==> src/rtl/assert_macros.svh <==
// ----------------------------------------------------------------------------
// assert_macros.svh
// Assertion macros for the RTL that checks its own logic (the allocator top).
// ----------------------------------------------------------------------------
`ifndef ASSERT_MACROS_SVH
`define ASSERT_MACROS_SVH

// Same-cycle implication, disabled during reset
`define ASSERT_IMPLIES(label, clk, rst, ante, cons) \
  label: assert property (@(posedge clk) disable iff (rst) (ante) |-> (cons)) \
    else $error("assertion failed: same-cycle implication");

// Next-cycle implication, disabled during reset
`define ASSERT_IMPLIES_NEXT(label, clk, rst, ante, cons) \
  label: assert property (@(posedge clk) disable iff (rst) (ante) |=> (cons)) \
    else $error("assertion failed: next-cycle implication");

`endif

==> src/rtl/bra_pkg.sv <==
// ----------------------------------------------------------------------------
// bra_pkg
// Types, codes and sizes shared by the bitmap region allocator modules.
// ----------------------------------------------------------------------------
package bra_pkg;

  // Map size and field widths
  localparam int MaxElements = 128;
  localparam int AddrW       = $clog2(MaxElements);
  localparam int IdxW        = 8;
  localparam int CntW        = 8;
  localparam int RegionW     = 7;
  localparam int CmdW        = 3;
  localparam int StatusW     = 2;

  // Command codes
  typedef enum logic [CmdW-1:0] {
    CMD_CHECK     = 3'd0,
    CMD_GET       = 3'd1,
    CMD_PUT       = 3'd2,
    CMD_SET       = 3'd3,
    CMD_CLEAR     = 3'd4,
    CMD_CLEAR_ALL = 3'd5,
    CMD_TEST      = 3'd6
  } cmd_t;

  // Status codes
  localparam logic [StatusW-1:0] ST_OK      = 2'd0;
  localparam logic [StatusW-1:0] ST_INVALID = 2'd1;
  localparam logic [StatusW-1:0] ST_NOSPACE = 2'd2;

  // Work that a decoded request still needs
  typedef enum logic [1:0] {
    DEC_DONE,
    DEC_SCAN,
    DEC_FILL,
    DEC_TEST
  } dec_kind_t;

  // Controller states
  typedef enum logic [2:0] {
    S_INIT,
    S_IDLE,
    S_DECODE,
    S_SCAN,
    S_FILL,
    S_TEST,
    S_FINISH
  } state_t;

  // Commands from controller to datapath
  typedef struct packed {
    logic accept;
    logic decode;
    logic scan;
    logic fill;
    logic test_cap;
    logic clr;
    logic finish;
  } ctrl_t;

  // Status from datapath to controller
  typedef struct packed {
    dec_kind_t dec_kind;
    logic      is_get;
    logic      scan_hit;
    logic      scan_miss;
    logic      fill_last;
    logic      clr_last;
    logic      out_free;
  } sts_t;

endpackage

==> src/rtl/bra_ctrl.sv <==
// ----------------------------------------------------------------------------
// bra_ctrl
// Sequencer for the allocator: clearing pass, decode, scan, fill, test, finish.
// ----------------------------------------------------------------------------
module bra_ctrl (
  input  logic           clk,
  input  logic           rst,
  input  logic           in_valid,
  output logic           in_stall,
  input  bra_pkg::sts_t  sts,
  output bra_pkg::ctrl_t ctrl
);

  bra_pkg::state_t state;
  bra_pkg::state_t state_next;

  // State register
  always_ff @(posedge clk) begin
    if (rst) begin
      state <= bra_pkg::S_INIT;
    end else begin
      state <= state_next;
    end
  end

  // Next state and datapath commands
  always_comb begin
    state_next = state;
    ctrl       = '0;
    unique case (state)
      bra_pkg::S_INIT: begin
        ctrl.clr = 1'b1;
        if (sts.clr_last) state_next = bra_pkg::S_IDLE;
      end
      bra_pkg::S_IDLE: begin
        if (in_valid) begin
          ctrl.accept = 1'b1;
          state_next  = bra_pkg::S_DECODE;
        end
      end
      bra_pkg::S_DECODE: begin
        ctrl.decode = 1'b1;
        unique case (sts.dec_kind)
          bra_pkg::DEC_SCAN: state_next = bra_pkg::S_SCAN;
          bra_pkg::DEC_FILL: state_next = bra_pkg::S_FILL;
          bra_pkg::DEC_TEST: state_next = bra_pkg::S_TEST;
          default:           state_next = bra_pkg::S_FINISH;
        endcase
      end
      bra_pkg::S_SCAN: begin
        ctrl.scan = 1'b1;
        if (sts.scan_hit) begin
          state_next = sts.is_get ? bra_pkg::S_FILL : bra_pkg::S_FINISH;
        end else if (sts.scan_miss) begin
          state_next = bra_pkg::S_FINISH;
        end
      end
      bra_pkg::S_FILL: begin
        ctrl.fill = 1'b1;
        if (sts.fill_last) state_next = bra_pkg::S_FINISH;
      end
      bra_pkg::S_TEST: begin
        ctrl.test_cap = 1'b1;
        state_next    = bra_pkg::S_FINISH;
      end
      bra_pkg::S_FINISH: begin
        if (sts.out_free) begin
          ctrl.finish = 1'b1;
          state_next  = bra_pkg::S_IDLE;
        end
      end
      default: begin
        state_next = bra_pkg::S_INIT;
      end
    endcase
  end

  assign in_stall = (state != bra_pkg::S_IDLE);

endmodule

==> src/rtl/bra_datapath.sv <==
// ----------------------------------------------------------------------------
// bra_datapath
// Used-map memory, request registers, scan and fill pointers, result register.
// ----------------------------------------------------------------------------
module bra_datapath (
  input  logic                        clk,
  input  logic                        rst,
  input  bra_pkg::ctrl_t              ctrl,
  output bra_pkg::sts_t               sts,
  input  logic [bra_pkg::CmdW-1:0]    command,
  input  logic [bra_pkg::IdxW-1:0]    start_req,
  input  logic [bra_pkg::CntW-1:0]    count,
  input  logic                        cfg_write_en,
  input  logic [bra_pkg::IdxW-1:0]    cfg_write_data,
  input  logic                        out_stall,
  output logic                        out_valid,
  output logic [bra_pkg::StatusW-1:0] status,
  output logic [bra_pkg::RegionW-1:0] region_start,
  output logic                        bit_is_set
);

  localparam logic [bra_pkg::IdxW-1:0] MaxTotal = bra_pkg::IdxW'(bra_pkg::MaxElements);
  localparam logic [bra_pkg::IdxW-1:0] LastAddr = bra_pkg::IdxW'(bra_pkg::MaxElements - 1);

  // Used map
  logic mem [bra_pkg::MaxElements];
  logic rdata;

  // Configuration and request registers
  logic [bra_pkg::IdxW-1:0]    cfg_total;
  logic [bra_pkg::CmdW-1:0]    cmd_r;
  logic [bra_pkg::IdxW-1:0]    start_r;
  logic [bra_pkg::CntW-1:0]    cnt_r;

  // Scan and fill state
  logic [bra_pkg::IdxW-1:0]    ptr;
  logic [bra_pkg::IdxW-1:0]    ev_ptr;
  logic                        ev_valid;
  logic [bra_pkg::CntW-1:0]    run;
  logic [bra_pkg::IdxW-1:0]    cand;
  logic [bra_pkg::IdxW:0]      fill_end;
  logic                        fill_val;

  // Result under construction
  logic [bra_pkg::StatusW-1:0] res_status;
  logic [bra_pkg::RegionW-1:0] res_region;
  logic                        res_bit;

  // Decode results
  logic [bra_pkg::IdxW-1:0]    total;
  logic [bra_pkg::IdxW:0]      total9;
  logic [bra_pkg::IdxW:0]      sum;
  logic [bra_pkg::IdxW:0]      put_end;
  logic                        cnt_zero;
  bra_pkg::dec_kind_t          dec_kind;
  logic                        dec_invalid;
  logic [bra_pkg::IdxW-1:0]    dec_start;
  logic [bra_pkg::IdxW:0]      dec_end;
  logic                        dec_val;

  // Scan evaluation
  logic [bra_pkg::CntW-1:0]    run_inc;
  logic                        ev_out;
  logic                        scan_hit;
  logic                        scan_miss;
  logic [bra_pkg::AddrW-1:0]   raddr;

  // Effective total is capped at the map size
  assign total    = (cfg_total > MaxTotal) ? MaxTotal : cfg_total;
  assign total9   = {1'b0, total};
  assign sum      = {1'b0, start_r} + {1'b0, cnt_r};
  assign put_end  = (sum > total9) ? total9 : sum;
  assign cnt_zero = (cnt_r == '0);

  // Classify the request held in the request registers
  always_comb begin
    dec_kind    = bra_pkg::DEC_DONE;
    dec_invalid = 1'b0;
    dec_start   = start_r;
    dec_end     = sum;
    dec_val     = 1'b0;
    unique case (cmd_r) inside
      bra_pkg::CMD_CHECK, bra_pkg::CMD_GET: begin
        if (cnt_zero) dec_invalid = 1'b1;
        else          dec_kind    = bra_pkg::DEC_SCAN;
      end
      bra_pkg::CMD_PUT: begin
        dec_end = put_end;
        if (!cnt_zero && ({1'b0, start_r} < put_end)) dec_kind = bra_pkg::DEC_FILL;
      end
      bra_pkg::CMD_SET, bra_pkg::CMD_CLEAR: begin
        dec_val = (cmd_r == bra_pkg::CMD_SET);
        if (cnt_zero || (sum > total9)) dec_invalid = 1'b1;
        else                            dec_kind    = bra_pkg::DEC_FILL;
      end
      bra_pkg::CMD_CLEAR_ALL: begin
        dec_start = '0;
        dec_end   = total9;
        if (total != '0) dec_kind = bra_pkg::DEC_FILL;
      end
      bra_pkg::CMD_TEST: begin
        if (start_r < total) dec_kind = bra_pkg::DEC_TEST;
      end
      default: begin
        dec_invalid = 1'b1;
      end
    endcase
  end

  // Evaluate the element read in the previous scan cycle
  assign run_inc   = run + 1'b1;
  assign ev_out    = (ev_ptr >= total);
  assign scan_hit  = ev_valid && !ev_out && !rdata && (run_inc == cnt_r);
  assign scan_miss = ev_valid && ev_out;

  // Read the test bit during decode, otherwise the scan pointer
  assign raddr = ctrl.decode ? start_r[bra_pkg::AddrW-1:0] : ptr[bra_pkg::AddrW-1:0];

  // Status toward the controller
  always_comb begin
    sts.dec_kind  = dec_kind;
    sts.is_get    = (cmd_r == bra_pkg::CMD_GET);
    sts.scan_hit  = scan_hit;
    sts.scan_miss = scan_miss;
    sts.fill_last = (({1'b0, ptr} + 1'b1) == fill_end);
    sts.clr_last  = (ptr == LastAddr);
    sts.out_free  = !out_valid || !out_stall;
  end

  // Configuration register
  always_ff @(posedge clk) begin
    if (rst) begin
      cfg_total <= MaxTotal;
    end else if (cfg_write_en) begin
      cfg_total <= cfg_write_data;
    end
  end

  // Map memory: one write port, one registered read port
  always_ff @(posedge clk) begin
    if (ctrl.fill || ctrl.clr) begin
      mem[ptr[bra_pkg::AddrW-1:0]] <= ctrl.clr ? 1'b0 : fill_val;
    end
    rdata <= mem[raddr];
  end

  // Capture the request
  always_ff @(posedge clk) begin
    if (ctrl.accept) begin
      cmd_r   <= command;
      start_r <= start_req;
      cnt_r   <= count;
    end
  end

  // Walk pointer: clearing pass, scan and fill
  always_ff @(posedge clk) begin
    if (rst) begin
      ptr <= '0;
    end else if (ctrl.decode) begin
      ptr <= dec_start;
    end else if (ctrl.scan && scan_hit) begin
      ptr <= cand;
    end else if (ctrl.scan || ctrl.fill || ctrl.clr) begin
      ptr <= ptr + 1'b1;
    end
  end

  // Fill bounds and value
  always_ff @(posedge clk) begin
    if (ctrl.decode) begin
      fill_end <= dec_end;
      fill_val <= dec_val;
    end else if (ctrl.scan && scan_hit) begin
      fill_end <= {1'b0, cand} + {1'b0, cnt_r};
      fill_val <= 1'b1;
    end
  end

  // Track the free run and its candidate start
  always_ff @(posedge clk) begin
    if (rst) begin
      ev_valid <= 1'b0;
    end else if (ctrl.decode) begin
      ev_valid <= 1'b0;
    end else if (ctrl.scan) begin
      ev_valid <= 1'b1;
    end
  end

  always_ff @(posedge clk) begin
    if (ctrl.decode) begin
      run  <= '0;
      cand <= start_r;
    end else if (ctrl.scan) begin
      ev_ptr <= ptr;
      if (ev_valid && !ev_out) begin
        if (rdata) begin
          run  <= '0;
          cand <= ev_ptr + 1'b1;
        end else begin
          run <= run_inc;
        end
      end
    end
  end

  // Build the result
  always_ff @(posedge clk) begin
    if (ctrl.accept) begin
      res_status <= bra_pkg::ST_OK;
      res_region <= '0;
      res_bit    <= 1'b0;
    end else if (ctrl.decode) begin
      if (dec_invalid) res_status <= bra_pkg::ST_INVALID;
    end else if (ctrl.scan) begin
      if (scan_hit)  res_region <= cand[bra_pkg::RegionW-1:0];
      if (scan_miss) res_status <= bra_pkg::ST_NOSPACE;
    end else if (ctrl.test_cap) begin
      res_bit <= rdata;
    end
  end

  // Output register
  always_ff @(posedge clk) begin
    if (rst) begin
      out_valid <= 1'b0;
    end else if (ctrl.finish) begin
      out_valid <= 1'b1;
    end else if (!out_stall) begin
      out_valid <= 1'b0;
    end
  end

  always_ff @(posedge clk) begin
    if (ctrl.finish) begin
      status       <= res_status;
      region_start <= res_region;
      bit_is_set   <= res_bit;
    end
  end

endmodule

==> src/rtl/bitmap_region_allocator.sv <==
// ----------------------------------------------------------------------------
// bitmap_region_allocator
// Contiguous-region allocator over a used-map of resource elements.
// ----------------------------------------------------------------------------
// Channel   Handshake                   Payload
// request   in_valid / in_stall         command, start_req, count
// result    out_valid / out_stall       status, region_start, bit_is_set
// config    cfg_write_en                cfg_write_data (total elements)
//
// One request at a time; the map is a single-port-write, registered-read memory
// walked one element per cycle. Check scans from the start index for a free run
// of count elements and stops at the first fit or at the total; get then marks
// the region it found. Put, set, clear and clear-all walk their range; test
// reads one bit; a request with nothing to do goes straight to its result.
// After reset a clearing pass over all 128 map elements runs with in_stall high.
// A held result in the output register does not block the next request; only
// the final load waits for the output register to be free.
// ----------------------------------------------------------------------------
`include "assert_macros.svh"

module bitmap_region_allocator (
  input  logic                        clk,
  input  logic                        rst,
  input  logic                        in_valid,
  output logic                        in_stall,
  input  logic [bra_pkg::CmdW-1:0]    command,
  input  logic [bra_pkg::IdxW-1:0]    start_req,
  input  logic [bra_pkg::CntW-1:0]    count,
  output logic                        out_valid,
  input  logic                        out_stall,
  output logic [bra_pkg::StatusW-1:0] status,
  output logic [bra_pkg::RegionW-1:0] region_start,
  output logic                        bit_is_set,
  input  logic                        cfg_write_en,
  input  logic [bra_pkg::IdxW-1:0]    cfg_write_data
);

  bra_pkg::ctrl_t ctrl;
  bra_pkg::sts_t  sts;
  logic           result_failed;

  // Sequencer
  bra_ctrl u_ctrl (
    .clk      (clk),
    .rst      (rst),
    .in_valid (in_valid),
    .in_stall (in_stall),
    .sts      (sts),
    .ctrl     (ctrl)
  );

  // Map, pointers and result registers
  bra_datapath u_datapath (
    .clk            (clk),
    .rst            (rst),
    .ctrl           (ctrl),
    .sts            (sts),
    .command        (command),
    .start_req      (start_req),
    .count          (count),
    .cfg_write_en   (cfg_write_en),
    .cfg_write_data (cfg_write_data),
    .out_stall      (out_stall),
    .out_valid      (out_valid),
    .status         (status),
    .region_start   (region_start),
    .bit_is_set     (bit_is_set)
  );

  assign result_failed = out_valid && (status != bra_pkg::ST_OK);

  // Busy right after taking a request
  `ASSERT_IMPLIES_NEXT(a_busy_after_accept, clk, rst, in_valid && !in_stall, in_stall)

  // Loading a result always presents it
  `ASSERT_IMPLIES_NEXT(a_finish_presents, clk, rst, ctrl.finish, out_valid)

  // A failed request carries no region start
  `ASSERT_IMPLIES(a_region_zero_on_fail, clk, rst, result_failed, region_start == '0)

  // A set test bit only comes with an ok status
  `ASSERT_IMPLIES(a_bit_only_ok, clk, rst, out_valid && bit_is_set, status == bra_pkg::ST_OK)

endmodule

==> config.mk <==
export PLATFORM = sky130hd
export DESIGN_NAME = bitmap_region_allocator
export DESIGN_NICKNAME = d
export VERILOG_FILES = /design/src/rtl/bra_pkg.sv /design/src/rtl/bra_ctrl.sv /design/src/rtl/bra_datapath.sv /design/src/rtl/bitmap_region_allocator.sv
export VERILOG_INCLUDE_DIRS = /design/src /design/src/rtl
export SDC_FILE = /design/constraint.sdc
export NUM_CORES = 1
export LEC_CHECK = 0
export BUFFER_PORTS_ARGS = -buffer_cell sky130_fd_sc_hd__buf_2
export CELL_PAD_IN_SITES_DETAIL_PLACEMENT = 1
export CELL_PAD_IN_SITES_GLOBAL_PLACEMENT = 1
export CORE_MARGIN = 3
export CORE_UTILIZATION = 45
export CTS_CLUSTER_SIZE = 14
export DETAILED_ROUTE_END_ITERATION = 6
export PLACE_DENSITY_LB_ADDON = 0.15
export RECOVER_POWER = 50
export SETUP_SLACK_MARGIN = 0.15
export SYNTH_ARGS = -nofsm -noshare
export SYNTH_HDL_FRONTEND = slang
export SYNTH_SLANG_ARGS = --single-unit
==> constraint.sdc <==
create_clock -name clk -period 6.7 [get_ports clk]
set_input_delay 0.67 -clock clk [delete_from_list [all_inputs] [get_ports clk]]
set_output_delay 0.67 -clock clk [all_outputs]
set_load 0.02 [all_outputs]
==> flow_metrics.py, run 1 <==
metrics = {
    "place": {
        "portBuffers": 43,
        "routabilityCongestion": 0.841,
        "post_dp_cell_area_um2": 12000,
        "dp_hpwl_mm": 21.9,
    },
    "critical_path": {
        "crit_start": "u_datapath.start_r[1]",
        "crit_type": "register to register",
        "cp_max_fo": 17,
        "cp.required_ns": 7.17,
        "reg2reg_setup_slack_ns": 1.63,
        "critPathArrivalTime_ns": 5.54,
        "slowest_delay_ns": 0.89,
        "worstPathCellList": "ha_1 > a21o_1 > a21oi_1 > nor2_1 > o21ai_0 > nor2b_1 > xnor2_1 > ha_1 > o21a_1 > o21a_1 > o22ai_1 > o21ai_1 > o21ai_0 > ha_1 > o21ai_0 > a21oi_1 > o2111ai_1 > a311oi_1 > o31ai_1 > a21oi_1",
        "cp-end-kind": "register",
        "critPathSlowestCell": "o21ai_1",
        "timing.rr.start": "u_datapath.start_r[1]",
        "reg2reg_to": "u_ctrl.state[1]",
        "start_kind": "register",
        "endpoint": "u_ctrl.state[1]",
        "reg2reg_depth": 20,
    },
    "min_path": {
        "hp-class": "input port to register",
        "min_from": "count[3]",
    },
    "yosys": {
        "synthesis.nets": 1081,
        "syn_area_per_cell_um2": 11.5,
        "async_reset_ff_share_pct": 0,
        "synth-warning-count": 0,
        "post-synth-top-area-cell": "edfxtp_1",
        "synth_area_um2": 11500,
        "synth_edf_count": 183,
        "synth_area_leaders": "edfxtp_1 48%, dfxtp_1 7.0%, nor2_1 6.5%, mux4_2 6.3%, ha_1 5.3%",
        "yosysUniqueCellTypes": 74,
        "synth_top_cell_area_share_pct": 47.8,
        "synth_seq_area_share_pct": 54.7,
        "ys_ff_latch": 223,
        "synth_cells": 998,
        "synth_flop_cell": "edfxtp_1",
    },
    "clocking": {
        "clkTransAtPathRegs_ns": 0.06,
        "clock_sinks": 223,
        "cts_buffer_depth": 3,
        "htree_levels": 1,
        "worstSkewPairLatency_ns": 0.55,
        "cts_resized": 0,
        "cts_tree": "built",
        "hold_buffers": 0,
        "postCtsSetupBuffers": 0,
        "cts_root_buf": "clkbuf_16",
        "cts_buffers": 25,
    },
    "cells_and_area": {
        "area_delta_synth_final_pct": 11.2,
        "final_common_cell": "nor2_1",
        "fillerInstances": 2620,
        "fin_nets": 1113,
        "mostFrequentLayoutCells": "200 x nor2_1, 183 x edfxtp_1, 60 x nand2_1",
        "final_area_um2": 12800,
        "drive_gt1_share_pct": 10.8,
        "diodes": 0,
    },
    "sta": {
        "hold_viol_final": 0,
        "tns_ns": 0,
        "max_freq_mhz": 197,
        "rsz0062_at_grt": "no",
        "setup_viol": 0,
        "finalClockSkew_ns": 0.0146,
        "min_period_over_period_pct": 75.7,
        "slew_headroom_pct": -50.1,
        "fin_crit_ns": 5.07,
        "slew_viol_final": 129,
        "tightest_slew_ns": 2.25,
    },
    "detailed_routing": {
        "drt_first_pass_iters": 5,
        "drc": 0,
        "wire_per_inst_um": 23.4,
        "ant_nets": 0,
        "drt_iter0_drc": 603,
        "num_vias": 8242,
        "drt_wl_total_mm": 32.2,
        "vias_per_cell": 6.00,
    },
    "power": {
        "clockPowerShare_pct": 45.2,
        "p_switching_uw": 701,
        "switching_share_pct": 22.3,
        "ir_worst_vdd_mv": 0.213,
        "sequentialPowerShare_pct": 49.4,
        "power.density_nw_per_um2": 245,
        "internal-power_uw": 2430,
        "power_frac_comb_pct": 5.4,
        "power_leakage_uw": 0.00427,
    },
    "global_route": {
        "grt_max_degree": 129,
        "grt_usage_pct": 22.9,
        "grt_pass1_wl_mm": 49.9,
        "grt_pass1_vias": 8366,
        "antenna_found_initial": 0,
        "grt-ovfl-total": 0,
    },
    "floorplan": {
        "die_x_um": 166,
        "dieArea_um2": 27500,
        "start_util_pct": 46.5,
        "row_count": 57,
        "coreArea_um2": 24700,
        "die_y_um": 166,
        "io_pins": 44,
    },
    "run_status": {
        "status": "finished, violations left",
        "violations": "capacitance limit, slew limit",
    },
    "run": {
        "drv_cap": 1,
    },
}
==> worst max-delay path, delay by kind of cell (launching register included) <==
family | cells | cell delay, ns
compound gates | 14 | 2.98
fa+ha+maj | 3 | 1.03
flops | 1 | 0.58
simple gates | 2 | 0.26
xor+xnor | 1 | 0.13
==> sequential cells by signal, summed over array words and instances (netlist names), 2 cells and up <==
| name | cells |
|---|---|
| u_datapath.region_start | 7 |
| u_ctrl.state | 3 |
| u_datapath.status | 2 |
| u_datapath.ptr | 8 |
| u_datapath.fill_end | 9 |
| u_datapath.res_status | 2 |
| u_datapath.res_region | 7 |
| u_datapath.ev_ptr | 8 |
| u_datapath.cfg_total | 8 |
| u_datapath.run | 8 |
| u_datapath.cand | 8 |
| u_datapath.start_r | 8 |
| u_datapath.cmd_r | 3 |
| u_datapath.mem | 128 |
| u_datapath.cnt_r | 8 |
==> cell usage after synthesis, types with 4 or more instances <==
cell,instances
o21a_1,5
a21o_1,8
or3_1,7
nand2_1,60
nand3b_1,5
xnor2_1,25
nor4_1,7
xor2_1,18
mux4_2,32
nor2_1,200
a31oi_1,11
nand2b_1,6
a21oi_1,45
a221oi_1,4
dfxtp_1,40
nand4_1,8
buf_6,4
clkbuf_1,34
edfxtp_1,183
nand3_1,24
nor3b_1,4
a21boi_1,6
nor2b_1,17
and3_1,4
o21ai_0,35
nor3_1,14
and2_1,4
a221o_1,4
a211oi_1,13
a22oi_1,17
mux2i_1,21
inv_1,21
ha_1,49
==> worst min-delay path by stage <==
| stage | endpoint | slack, ns | cells after the start |
|---|---|---|---|
| after floorplan | u_datapath.status[0] | 0.40 | 0 |
| after global placement | u_datapath.status[0] | 0.42 | 0 |
| after detailed placement | u_datapath.status[0] | 0.42 | 0 |
| final | u_datapath.cnt_r[3] | 0.30 | 1 |
| after global routing | u_datapath.cnt_r[5] | 0.29 | 1 |
| after CTS | u_datapath.cnt_r[3] | 0.29 | 1 |
==> power by group through the flow <==
stage	clock network (uW)	registers [uW]	logic (uW)
detailed placement	0	1580	170
finish	1420	1550	169
CTS	1440	1550	172
global route	1500	1550	190
global placement	0	1580	166
floorplan	0	1560	124
==> final cells by class <==
| cell class | count | area, um2 | share of cell area (%) |
|---|---|---|---|
| clock buffers | 30 | 644 | 5.04 |
| clock inverters | 16 | 194 | 1.52 |
| inverters | 21 | 78.8 | 0.616 |
| multi-input cells | 707 | 4920 | 38.5 |
| flip-flops and latches | 223 | 6300 | 49.2 |
| well taps | 324 | 405 | 3.17 |
| repair buffers | 52 | 246 | 1.93 |
==> cells by family after synthesis <==
kind of cell | share of synthesized area [%]
AO/OA/AOI/OAI | 10.3
XOR/XNOR | 3.47
adder cells (fa/ha/maj) | 5.77
buffers and inverters | 2.59
flip-flops | 54.7
multiplexers | 8.29
AND/OR/NAND/NOR | 14.9
==> through the flow <==
| step | util (%) | hold slack (ns) | instances | power [uW] | setup slack [ns] |
|---|---|---|---|---|---|
| 2_1_floorplan | - | 0.402 | 998 | 1690 | 1.56 |
| 3_3_place_gp | 48.5 | 0.416 | 1327 | 1740 | 1.88 |
| 3_5_place_dp | 48.5 | 0.421 | 1327 | 1750 | 1.71 |
| 4_1_cts | 51.9 | 0.288 | 1373 | 3160 | 1.69 |
| 5_1_grt | 51.7 | 0.288 | 1373 | 3240 | 1.14 |
| 6_report | 51.7 | 0.300 | 1373 | 3140 | 1.63 |
==> routing by layer <==
layer,up-vias,track usage [%],part of all wire [%]
met5,-,0,0
met4,0,4.34,1.7
met3,44,4.07,6.3
met2,234,35.3,45
met1,4185,34.5,48
li1,3779,-,-
No activity file was read; power rests on OpenSTA's default activity.
==> run 2: changes to the inputs <==
ABC_AREA = 1   (was default)
CORE_UTILIZATION = 44   (was 45)
clock period = 4.5 ns   (was 6.7 ns; I/O delays follow)
==> flow_metrics.py, run 2 <==
metrics = {
    "run_status": {
        "status": "finished, violations left",
        "violations": "capacitance limit, slew limit",
    },
    "detailed_routing": {
        "num_vias": 9316,
        "vias_per_cell": 5.51,
        "ant_nets": 0,
        "drt_wl_total_mm": 34.4,
        "drc": 0,
        "drt_iter0_drc": 500,
        "wire_per_inst_um": 20.3,
        "drt_first_pass_iters": 4,
    },
    "yosys": {
        "synth-simple-area-share_pct": 20.4,
        "synth_edf_count": 183,
        "async_reset_ff_share_pct": 0,
        "ys_ff_latch": 223,
        "synth_cells": 1283,
        "synth_top_family_by_area": "simple AND/OR/NAND/NOR gates",
        "synthesis.nets": 1366,
        "synth_area_leaders": "edfxtp_1 47%, nor2_1 8.7%, dfxtp_1 6.8%, nand2_1 5.8%, ha_1 5.2%",
        "synth_seq_area_share_pct": 53.4,
        "synth_compound_area_share_pct": 13.2,
        "post-synth-top-area-cell": "edfxtp_1",
        "synth-warning-count": 0,
        "synth-adder-area-share_pct": 5.54,
        "yosysMostFrequentCell": "nor2_1",
        "yosysUniqueCellTypes": 56,
        "ys_top_cells_by_count": "274 x nor2_1, 183 x edfxtp_1, 183 x nand2_1, 101 x inv_1, 84 x o21ai_0",
        "synth_top_cell_area_share_pct": 46.6,
        "synthXorXnorAreaFrac_pct": 2.15,
        "synth_flop_cell": "edfxtp_1",
        "synth_area_um2": 11800,
        "syn_area_per_cell_um2": 9.19,
        "synthMuxAreaShare_pct": 0,
    },
    "floorplan": {
        "die_x_um": 170,
        "dieArea_um2": 28800,
        "row_count": 59,
        "io_pins": 44,
        "coreArea_um2": 26200,
        "die_y_um": 170,
        "start_util_pct": 45.0,
    },
    "power": {
        "p_switching_uw": 1100,
        "power_frac_comb_pct": 6.4,
        "sequentialPowerShare_pct": 47.7,
        "clockPowerShare_pct": 45.8,
        "internal-power_uw": 3580,
        "switching_share_pct": 23.5,
        "power.density_nw_per_um2": 350,
        "power_leakage_uw": 0.00485,
        "ir_worst_vdd_mv": 0.252,
    },
    "global_route": {
        "grt_max_degree": 129,
        "grt_pass1_vias": 9832,
        "grt-ovfl-total": 0,
        "grt_usage_pct": 23.7,
        "antenna_found_initial": 0,
        "grt_pass1_wl_mm": 53.5,
    },
    "cells_and_area": {
        "final_cells": 1691,
        "fin_nets": 1420,
        "drive_gt1_share_pct": 10.7,
        "area_delta_synth_final_pct": 13.3,
        "diodes": 0,
        "final_common_cell": "nor2_1",
        "fin_util_pct": 51.0,
        "fillerInstances": 3012,
        "mostFrequentLayoutCells": "274 x nor2_1, 183 x edfxtp_1, 179 x nand2_1",
        "largest_reg_flops": 128,
    },
    "critical_path": {
        "cp-end-kind": "register",
        "critPathArrivalTime_ns": 4.46,
        "cp.required_ns": 4.92,
        "cp_max_fo": 8,
        "slowest_delay_ns": 0.47,
        "crit_type": "register to register",
        "start_kind": "register",
        "critPathSlowestCell": "edfxtp_1",
        "cpMostUsedCell": "nand2_1",
    },
    "clocking": {
        "cts_root_buf": "clkbuf_16",
        "cts_buffer_depth": 3,
        "clkTransAtPathRegs_ns": 0.06,
        "cts_tree": "built",
        "worstSkewPairLatency_ns": 0.55,
        "cts_buffers": 26,
        "hold_buffers": 0,
        "htree_levels": 1,
        "clock_sinks": 223,
    },
    "sta": {
        "hold_viol_final": 0,
        "finalClockSkew_ns": 0.0211,
        "setup_viol": 0,
        "slew_headroom_pct": -50.5,
        "rsz0062_at_grt": "no",
        "tightest_slew_ns": 2.26,
        "final.setup.worst_slack_ns": 0.457,
        "slew_viol_final": 129,
        "fin_crit_ns": 4.04,
        "min_period_over_period_pct": 89.8,
        "max_freq_mhz": 247,
        "tns_ns": 0,
    },
    "min_path": {
        "hp-class": "input port to register",
    },
    "place": {
        "dp_hpwl_mm": 23.8,
        "portBuffers": 43,
        "dpl_worst_slack_ns": 0.0153,
        "dp_cells": 1635,
        "routabilityCongestion": 0.857,
    },
    "run": {
        "drv_cap": 1,
    },
}
run 2: power groups by stage:
stage / Clock, uW / Sequential [uW] / Combinational [uW]
floorplan: 0 / 2270 / 205
global placement: 0 / 2280 / 287
detailed placement: 0 / 2280 / 294
CTS: 2180 / 2230 / 296
global route: 2260 / 2230 / 336
finish: 2140 / 2230 / 300
run 2: area by class of cell:
type	instances	area [um2]	share of cell area [%]
clock buffer	33	728	5.45
timing repair buffer	72	410	3.07
multi-input combinational	907	4970	37.2
inverter	107	402	3.01
tap	335	419	3.14
clock inverter	14	134	1.00
sequential	223	6300	47.1
run 2: routing by layer:
layer  track usage, %  up-vias  part of all wire (%)
met4             8.04        0                   3.6
met1             28.4     4558                    41
met2             44.4      156                    52
met3             2.47       68                   3.2
li1                 -     4534                     -
met5                0        -                     0
run 2: repair_timing:
action | in CTS | in global routing
setup buffers | 0 | 9
pin swaps | 0 | 8
gates resized for setup | 1 | 31
endpoints found under the setup margin | 1 | 1
run 2: path summary, 6_finish.rpt:
path / start / end / slack [ns] / cells past startpoint
hold reg to reg: u_datapath.res_status[0] / u_datapath.status[0] / 0.43 / 0
hold / removal: start_req[7] / u_datapath.start_r[7] / 0.08 / 1
setup / recovery: u_datapath.start_r[2] / u_ctrl.state[1] / 0.46 / 27
setup reg to reg: u_datapath.start_r[2] / u_ctrl.state[1] / 0.46 / 27
run 2: cell families after synthesis:
kind of cell / count (synthesis)
flops: 223
xor+xnor: 26
compound gates: 260
simple gates: 570
buf+inv: 153
fa+ha+maj: 51
run 2: through the flow:
step           hold slack [ns]  cell area, um2  power [uW]
2_1_floorplan            0.403           11800        2470
3_3_place_gp             0.416           12400        2560
3_5_place_dp             0.418           12400        2570
4_1_cts                 0.0592           13200        4710
5_1_grt                 0.0586           13400        4830
6_report                0.0771           13400        4680
run 2: critical path: cells and delay by family (launching register included):
family	cells	cell delay [ns]
AOI/OAI and AO/OA	6	0.95
xor gates and xnor gates	1	0.17
adders and majority gates	3	0.82
buffers and inverters	2	0.28
DFF	1	0.47
and+or+nand+nor	15	1.22
==> run 3: changes to the inputs <==
ABC_AREA = default   (was 1)
CORE_UTILIZATION = 45   (was 44)
==> flow_metrics.py, run 3 (synthesis results as in run 1) <==
metrics = {
    "global_route": {
        "grt_pass1_vias": 8527,
        "grt-ovfl-total": 0,
        "grt_max_degree": 129,
        "grt_pass1_wl_mm": 51.0,
        "grt_usage_pct": 23.5,
        "antenna_found_initial": 0,
    },
    "detailed_routing": {
        "drc": 0,
        "wire_per_inst_um": 23.6,
        "drt_iter0_drc": 778,
        "vias_per_cell": 5.96,
        "drt_first_pass_iters": 5,
        "ant_nets": 0,
        "num_vias": 8350,
        "drt_wl_total_mm": 33.1,
    },
    "sta": {
        "min_period_over_period_pct": 92.5,
        "hold_viol_final": 0,
        "finalClockSkew_ns": 0.0150,
        "rsz0062_at_grt": "no",
        "slew_headroom_pct": -52.6,
        "tightest_slew_ns": 2.29,
        "max_freq_mhz": 240,
        "setup_viol": 0,
        "slew_viol_final": 129,
        "final.setup.worst_slack_ns": 0.339,
        "fin_crit_ns": 4.16,
        "tns_ns": 0,
    },
    "clocking": {
        "cts_root_buf": "clkbuf_16",
        "cts_buffer_depth": 3,
        "hold_buffers": 0,
        "worstSkewPairLatency_ns": 0.53,
        "cts_buffers": 26,
        "htree_levels": 1,
        "clock_sinks": 223,
        "cts_tree": "built",
        "clkTransAtPathRegs_ns": 0.06,
    },
    "cells_and_area": {
        "seq_area_um2": 6300,
        "fillerInstances": 2615,
        "final_cells": 1402,
        "multi_input_area_um2": 5030,
        "area_delta_synth_final_pct": 14.0,
        "fin_nets": 1141,
        "fin_util_pct": 53.0,
        "largest_reg_flops": 128,
        "mostFrequentLayoutCells": "199 x nor2_1, 183 x edfxtp_1, 60 x nand2_1",
        "final_common_cell": "nor2_1",
        "diodes": 0,
        "drive_gt1_share_pct": 14.7,
    },
    "run_status": {
        "status": "finished, violations left",
        "violations": "capacitance limit, slew limit",
    },
    "floorplan": {
        "coreArea_um2": 24700,
        "start_util_pct": 46.5,
        "die_y_um": 166,
        "io_pins": 44,
        "die_x_um": 166,
        "row_count": 57,
        "dieArea_um2": 27500,
    },
    "place": {
        "dpl_worst_slack_ns": 0.0154,
        "dp_hpwl_mm": 22.6,
        "routabilityCongestion": 0.884,
        "dp_cells": 1347,
        "portBuffers": 43,
    },
    "power": {
        "power.density_nw_per_um2": 353,
        "power_leakage_uw": 0.00443,
        "ir_worst_vdd_mv": 0.289,
    },
    "min_path": {
        "hold-path-endpoint": "u_datapath.cnt_r[4]",
        "hold_path_depth": 1,
        "hp-class": "input port to register",
        "min_from": "count[4]",
    },
    "critical_path": {
        "critPathArrivalTime_ns": 4.55,
        "reg2reg_depth": 21,
        "cp-end-kind": "register",
        "cp.required_ns": 4.89,
        "timing.rr.start": "u_datapath.start_r[1]",
        "reg2reg_setup_slack_ns": 0.34,
        "start_kind": "register",
        "crit_type": "register to register",
        "reg2reg_to": "u_ctrl.state[1]",
        "cp_max_fo": 9,
    },
    "run": {
        "drv_cap": 1,
    },
}
## run 3: changes by cell type in the layout (fill, tap and decap cells not counted), sizes merged, moves of 37 or more
cell / delta
nand2: -127
inv: -85
nor2: -82
o21ai: -51
o22ai: -40
nand3: -37
## run 3: layout make-up
| cell class | instances | share of cell area (%) |
|---|---|---|
| Tap cell | 324 | 3.09 |
| Sequential cell | 223 | 48.0 |
| Clock inverter | 9 | 0.382 |
| Inverter | 21 | 0.601 |
| Timing Repair Buffer | 78 | 3.48 |
| Clock buffer | 39 | 6.04 |
| Multi-Input combinational cell | 708 | 38.4 |
## run 3: power breakdown
part | total [uW] | switching (uW) | leakage (uW) | internal, uW
Sequential | 2310 | 40.6 | 0.00185 | 2260
Combinational | 268 | 156 | 0.00215 | 112
Clock | 2060 | 846 | 0.000419 | 1210
## run 3: worst max path at each step
stage,start,to
6_report,u_datapath.start_r[1],u_ctrl.state[1]
5_1_grt,u_datapath.cnt_r[1],u_ctrl.state[1]
4_1_cts,u_datapath.cnt_r[0],u_ctrl.state[1]
3_5_place_dp,u_datapath.cnt_r[0],u_ctrl.state[1]
3_3_place_gp,u_datapath.cnt_r[0],u_ctrl.state[1]
2_1_floorplan,u_datapath.cnt_r[0],u_ctrl.state[1]
## run 3: per-stage QoR
stage | hold slack [ns] | area, um2 | total power, uW
6_report | 0.0963 | 13100 | 4630
5_1_grt | 0.0740 | 13100 | 4790
4_1_cts | 0.0764 | 13000 | 4660
3_5_place_dp | 0.418 | 12200 | 2610
3_3_place_gp | 0.412 | 12200 | 2600
2_1_floorplan | 0.402 | 11500 | 2510
## run 3: critical path, stage by stage (launching register included)
cell,delay [ns]
edfxtp_1,0.44
ha_1,0.30
a21o_1,0.19
a21oi_2,0.16
nor2_1,0.08
o21ai_2,0.15
nor2b_4,0.18
xnor2_2,0.14
ha_1,0.28
o21a_1,0.19
o21a_1,0.17
o22ai_2,0.16
o21ai_4,0.11
buf_6,0.17
nor2b_1,0.11
a31oi_1,0.06
ha_1,0.35
a21o_1,0.20
a21oi_1,0.15
a21oi_1,0.09
o31ai_1,0.25
a21oi_1,0.09
## run 3: layer usage
layer / global-route usage (%) / vias up / share of wire, %
li1: - / 3828 / -
met1: 35.7 / 4201 / 46
met2: 35.7 / 275 / 45
met3: 4.09 / 46 / 6.9
met4: 4.99 / 0 / 2.0
met5: 0 / - / 0
## run 3: repair_timing
item	CTS	global route
cloned	0	1
setup buffers	0	6
setup endpoints to repair	1	11
pin swaps	1	14
resized for setup	2	25
